--- src/sv/fba_cell.sv ---
`timescale 1ns / 1ps
// ----------------------------------------------------------------------------
// Frame bitmap allocator search cell
// Holds the full flags of a slice of bitmap words and passes the search
// token, with the lowest non-full word seen so far, to its neighbor.
// ----------------------------------------------------------------------------
module fba_cell #(
  parameter int unsigned AW        = 10,
  parameter int unsigned SLICE     = 128,
  parameter int unsigned BASE      = 0,
  parameter int unsigned NUM_WORDS = 1024
) (
  input  logic          clk_i,
  input  logic          rst_ni,
  input  logic          upd_en_i,
  input  logic [AW-1:0] upd_word_i,
  input  logic          upd_full_i,
  input  logic          tok_i,
  input  logic          hit_i,
  input  logic [AW-1:0] word_i,
  output logic          tok_o,
  output logic          hit_o,
  output logic [AW-1:0] word_o
);

  localparam int unsigned SW = (SLICE > 1) ? $clog2(SLICE) : 1;

  logic [SLICE-1:0] full_q;
  logic [SLICE-1:0] in_mask;
  logic [SLICE-1:0] free_v;
  logic [SLICE-1:0] low_v;
  logic [SW-1:0]    low_idx;
  logic             any_free;
  logic [AW-1:0]    local_word;
  logic             tok_q;
  logic             hit_q;
  logic [AW-1:0]    word_q;

  // Words past the end of the bitmap never count as free.
  always_comb begin
    for (int k = 0; k < SLICE; k++) begin
      in_mask[k] = ((BASE + k) < NUM_WORDS);
    end
  end

  assign free_v   = ~full_q & in_mask;
  assign low_v    = free_v & (~free_v + SLICE'(1));
  assign any_free = |free_v;

  always_comb begin
    low_idx = '0;
    for (int k = 0; k < SLICE; k++) begin
      for (int j = 0; j < SW; j++) begin
        low_idx[j] = low_idx[j] | (low_v[k] & k[j]);
      end
    end
  end

  assign local_word = AW'(BASE) + AW'(low_idx);

  always_ff @(posedge clk_i or negedge rst_ni) begin
    if (!rst_ni) begin
      full_q <= '0;
    end else if (upd_en_i) begin
      for (int k = 0; k < SLICE; k++) begin
        if (32'(upd_word_i) == 32'(BASE + k)) begin
          full_q[k] <= upd_full_i;
        end
      end
    end
  end

  always_ff @(posedge clk_i or negedge rst_ni) begin
    if (!rst_ni) begin
      tok_q  <= 1'b0;
      hit_q  <= 1'b0;
      word_q <= '0;
    end else begin
      tok_q <= tok_i;
      if (tok_i) begin
        hit_q  <= hit_i | any_free;
        word_q <= hit_i ? word_i : local_word;
      end
    end
  end

  assign tok_o  = tok_q;
  assign hit_o  = hit_q;
  assign word_o = word_q;

endmodule

--- config.mk ---
export PLATFORM = sky130hd
export DESIGN_NAME = fba_cell
export DESIGN_NICKNAME = d
export VERILOG_FILES = /design/src/sv/fba_cell.sv
export SDC_FILE = /design/constraint.sdc
export NUM_CORES = 1
export LEC_CHECK = 0
export BUFFER_PORTS_ARGS = -buffer_cell sky130_fd_sc_hd__buf_2
export CELL_PAD_IN_SITES_DETAIL_PLACEMENT = 1
export CELL_PAD_IN_SITES_GLOBAL_PLACEMENT = 1
export CORE_MARGIN = 8
export CORE_UTILIZATION = 48
export DETAILED_ROUTE_END_ITERATION = 8
export HOLD_SLACK_MARGIN = 0.05
export PLACE_DENSITY = 0.9
export SETUP_SLACK_MARGIN = 0.3
export SLEW_MARGIN = 5
export SYNTH_ARGS = -nofsm -noshare
export SYNTH_HDL_FRONTEND = slang
export SYNTH_SLANG_ARGS = --single-unit
--- constraint.sdc ---
create_clock -name clk_i -period 2.4 [get_ports clk_i]
set_input_delay 0.48 -clock clk_i [delete_from_list [all_inputs] [get_ports clk_i]]
set_output_delay 0.48 -clock clk_i [all_outputs]
set_load 0.005 [all_outputs]
==> impl_metrics.env, run 1 <==
export IMPL_status="stopped before the end"
export IMPL_place_gp_congestion=1.30
export IMPL_port_buffers=37
export IMPL_pre_cts_ws_ns=-0.521
export IMPL_syn_inst=1150
export IMPL_track_usage_pct=68.1
export IMPL_haltStage="global routing"
export IMPL_clockBufferDepth=2
export IMPL_chipHeight_um=158
export IMPL_cts_inserted_buffers=17
export IMPL_synth_avg_cell_area_um2=8.47
export IMPL_yosys_area_top_type="dfrtp_1"
export IMPL_ys_seq_elements=140
export IMPL_grt_max_degree=62
export IMPL_htreeDepth=4
export IMPL_yosysWarnings=0
export IMPL_synth_top_area_share_pct=36.0
export IMPL_synth_nets=1176
export IMPL_grt_overflow_total=184
export IMPL_grt_pass1_wl_mm=124
export IMPL_start_util_pct=48.5
export IMPL_dp_cells=1707
export IMPL_grt_pass1_vias=17000
export IMPL_num_io_pins=38
export IMPL_cts_sinks=140
export IMPL_synthFlopType="dfrtp_1"
export IMPL_netlist_area_um2=9740
export IMPL_synth_edff_count=0
export IMPL_error="[ERROR GRT-0116] Global routing finished with congestion. Check the congestion regions in the DRC Viewer."
export IMPL_yosys_top_cells_area="dfrtp_1, mux2_2, nand2_1"
export IMPL_root_buffer="clkbuf_16"
export IMPL_synth_cell_types=69
export IMPL_rows=52
export IMPL_yosysSeqAreaShare_pct=36.0
export IMPL_ys_async_sr_fraction_pct=100
export IMPL_dp_hpwl_mm=40.5
export IMPL_die_w_um=158
## layer usage
| layer | GRT overflow | track usage, % |
|---|---|---|
| met1 | 0 | 68.3 |
| met2 | 110 | 85.9 |
| met3 | 3 | 51.9 |
| met4 | 71 | 64.6 |
| met5 | 0 | 23.1 |
## metrics by stage
step                area (µm²)  setup TNS, ns
detailed placement       12400          -2.96
global placement         12400          -1.07
floorplan                 9860              0
CTS                      14100          -1.01
## Yosys cell counts, drive strengths merged (3+ instances only)
library cell and number:
o41ai 3, a31oi 10, o32ai 3, or4 3, nor3 64, buf 6, nor2 136, nor3b 9
nor4b 6, nor2b 12, dfrtp 140, a21oi 24, a32oi 6, a222oi 3, and3 18, o2111ai 4
a2111oi 5, nand4 73, a311oi 6, nand2 171, nor4 61, a211oi 5, a221oi 5, clkbuf 29
o211ai 6, nand3 67, nand3b 5, or3 9, inv 39, mux2 118, nand2b 13, and2 5
nand4b 5, o31ai 11, o21ai 42, a41oi 3, and4 4
## cells by family after synthesis
family	synth area share, %
buf+inv	2.95
flops	36.0
mux	13.7
compound gates	10.5
simple gates	36.9
## timing repair
item / 4_1_cts
setup endpoints to repair: 8
endpoints found under the hold margin: 43
pin swaps: 52
buffers inserted: 49
gates resized for setup: 130
hold buffers: 1
==> run 2: changes to the inputs <==
- CELL_PAD_IN_SITES_DETAIL_PLACEMENT: 1 -> not set
- CELL_PAD_IN_SITES_GLOBAL_PLACEMENT: 1 -> not set
- CORE_UTILIZATION: 48 -> 40
- HOLD_SLACK_MARGIN: 0.05 -> not set
- PLACE_DENSITY: 0.9 -> not set
- PLACE_DENSITY_LB_ADDON: not set -> 0.15
- SETUP_SLACK_MARGIN: 0.3 -> not set
==> run 2 against run 1 <==
Compared with the run above:
- the flow now finishes, with violations (negative setup slack)
- synthesized area is the same
- synthesized cell count is the same
==> impl_metrics.env, run 2 <==
export IMPL_synth_edff_count=0
export IMPL_cp_start_kind="register"
export IMPL_chipHeight_um=172
export IMPL_clockBufferDepth=2
export IMPL_synthFlopType="dfrtp_1"
export IMPL_cp_end_kind="register"
export IMPL_crit_type="register to register"
export IMPL_maxSlewViolCount=0
export IMPL_start_util_pct=40.4
export IMPL_period_share_pct=104
export IMPL_cp_num_buf_inv=3
export IMPL_die_w_um=172
export IMPL_worst_pin_slew_ns=0.630
export IMPL_synth_top_area_share_pct=36.0
export IMPL_yosys_top_cells_area="dfrtp_1, mux2_2, nand2_1"
export IMPL_ir_worst_vdd_mv=0.422
export IMPL_ant_nets=0
export IMPL_ys_top_cells_by_count="nand2_1, dfrtp_1, nor2_1"
export IMPL_cp_data_required_time_ns=2.73
export IMPL_cp_arrival_ns=2.83
export IMPL_drt_iter0_markers=1382
export IMPL_drive_gt1_share_pct=47.5
export IMPL_setup_viol=7
export IMPL_fin_cells=1932
export IMPL_place_gp_congestion=1.06
export IMPL_firstDrtPassIters=6
export IMPL_top_register="full_q"
export IMPL_fin_util_pct=62.7
export IMPL_fillers=2196
export IMPL_yosys_cell_count_top_type="nand2_1"
export IMPL_worst_slack_ns=-0.0965
export IMPL_cts_inserted_buffers=17
export IMPL_cts_tree="built"
export IMPL_antenna_found_initial=0
export IMPL_fin_crit_ns=2.50
export IMPL_yosysSeqAreaShare_pct=36.0
export IMPL_critPathMostFrequentCell="buf_4"
export IMPL_area_growth_pct=55.2
export IMPL_worst_path_max_delay_cell="dfrtp_1"
export IMPL_port_buffers=37
export IMPL_htreeDepth=4
export IMPL_drc=0
export IMPL_synth_nets=1176
export IMPL_rows=57
export IMPL_grt_pass1_wl_mm=73.9
export IMPL_ys_async_sr_fraction_pct=100
export IMPL_crit_family="simple AND/OR/NAND/NOR gates"
export IMPL_multi_input_area_um2=6900
export IMPL_clock_skew_ns=0.0176
export IMPL_fin_area_um2=15100
export IMPL_cts_sinks=140
export IMPL_max_cap_violations=0
export IMPL_path_cells="nand3_4 -> nor4_4 -> buf_4 -> buf_4 -> nand4_1 -> buf_4 -> nor4_2 -> a311oi_4 -> o211ai_1 -> nor3_1 -> a31oi_1"
export IMPL_placed_area_um2=13100
export IMPL_synth_avg_cell_area_um2=8.47
export IMPL_ys_seq_elements=140
export IMPL_die_area_um2=29600
export IMPL_violations="negative setup slack"
export IMPL_status="finished, violations left"
export IMPL_grt_max_degree=54
export IMPL_dp_cells=1854
export IMPL_grt_pass1_vias=11300
export IMPL_post_drt_wl_per_cell_um=25.7
export IMPL_yosys_area_top_type="dfrtp_1"
export IMPL_largest_reg_flops=128
export IMPL_grt_overflow_total=0
export IMPL_vias_per_cell=6.07
export IMPL_yosysWarnings=0
export IMPL_cpPeakStageDelay_ns=0.40
export IMPL_final_common_cell="buf_4"
export IMPL_drt_total_wl_mm=49.6
export IMPL_clkLatencyLatePin_ns=0.44
export IMPL_track_usage_pct=34.1
export IMPL_rsz0062_at_grt="true"
export IMPL_syn_inst=1150
export IMPL_tns_ns=-0.437
export IMPL_root_buffer="clkbuf_16"
export IMPL_clkTransAtPathRegs_ns=0.07
export IMPL_dp_hpwl_mm=37.6
export IMPL_coreArea_um2=24100
export IMPL_num_io_pins=38
export IMPL_vias=11700
export IMPL_leakage_nw=6.86
export IMPL_ff_latch_area_um2=3510
export IMPL_finalHoldViolCount=0
export IMPL_synth_cell_types=69
export IMPL_p_per_area_nw_per_um2=384
export IMPL_relSlewSlack_pct=57.7
export IMPL_hp_class="primary input to register"
export IMPL_netlist_area_um2=9740
export IMPL_pre_cts_ws_ns=-0.674
export IMPL_path_max_fanout=3
export IMPL_final_cell_mix="buf_4, nand2_1, dfrtp_1, nor2_1, mux2_2"
export IMPL_fin_nets=1621
export IMPL_fmax_mhz=401
export IMPL_antenna_cells=0
## run 2: cell type report
class                   instances  share of cell area [%]
inverters                      39                   0.985
clock buffers                  17                    2.81
clock inverters                15                    1.26
well taps                     324                    2.68
multi-input cells             936                    45.6
repair buffers                461                    23.5
flip-flops and latches        140                    23.2
## run 2: kinds of logic (layout without fill, tap and decap cells)
logic type,after synthesis,in the layout,synth area share [%]
AO/OA/AOI/OAI,151,151,10.5
AND/OR/NAND/NOR,666,666,36.9
flip-flops,140,140,36.0
buffers and inverters,74,532,2.95
multiplexers,119,119,13.7
## run 2: routing by layer
metal	up-vias	GRT usage (%)	wire, µm
met1	5703	47.3	21200
met3	146	6.80	5080
li1	5228	-	-
met2	649	50.9	21000
met5	-	0	0
met4	0	14.7	2300
## run 2: what timing repair did
action                                  4_1_cts  5_1_grt
endpoints found under the hold margin         8        0
endpoints found under the setup margin        8        7
pin swaps                                    58       32
gates cloned                                  0        0
resized for setup                           152       36
setup buffers                                43        8
hold buffers                                  1        0
## run 2: worst register-to-register path: stages (launching register included)
cell,delay (ns)
dfrtp_1,0.40
nand3_4,0.10
nor4_4,0.31
buf_4,0.18
buf_4,0.11
nand4_1,0.14
buf_4,0.20
nor4_2,0.36
a311oi_4,0.09
o211ai_1,0.15
nor3_1,0.12
a31oi_1,0.23
## run 2: where the power goes
part	internal (W)	switching (W)	leakage (nW)	total (W)
Sequential	0.00241	0.0000392	1.87	0.00245
Clock	0.00166	0.00127	0.298	0.00293
Combinational	0.000161	0.000265	4.69	0.000426
## run 2: stage by stage
stage / hold WS (ns) / power, W
floorplan: 0.184 / 0.00264
global placement: 0.448 / 0.00289
detailed placement: 0.452 / 0.00290
CTS: 0.283 / 0.00580
global route: 0.320 / 0.00594
finish: 0.284 / 0.00581
## run 2: final timing paths
path | start | endpoint | slack, ns | depth (start not counted)
setup / recovery | full_q[24] | word_o[2] | -0.1 | 11
hold reg to reg | word_o[9] | word_o[9] | 0.53 | 2
hold / removal | word_i[9] | word_o[9] | 0.28 | 3
max in group asynchronous | rst_ni | full_q[124] | 1.17 | 3
setup reg to reg | full_q[24] | word_o[2] | -0.1 | 11
min in group asynchronous | rst_ni | full_q[5] | 0.54 | 2
(Power assumes the default switching activity.)
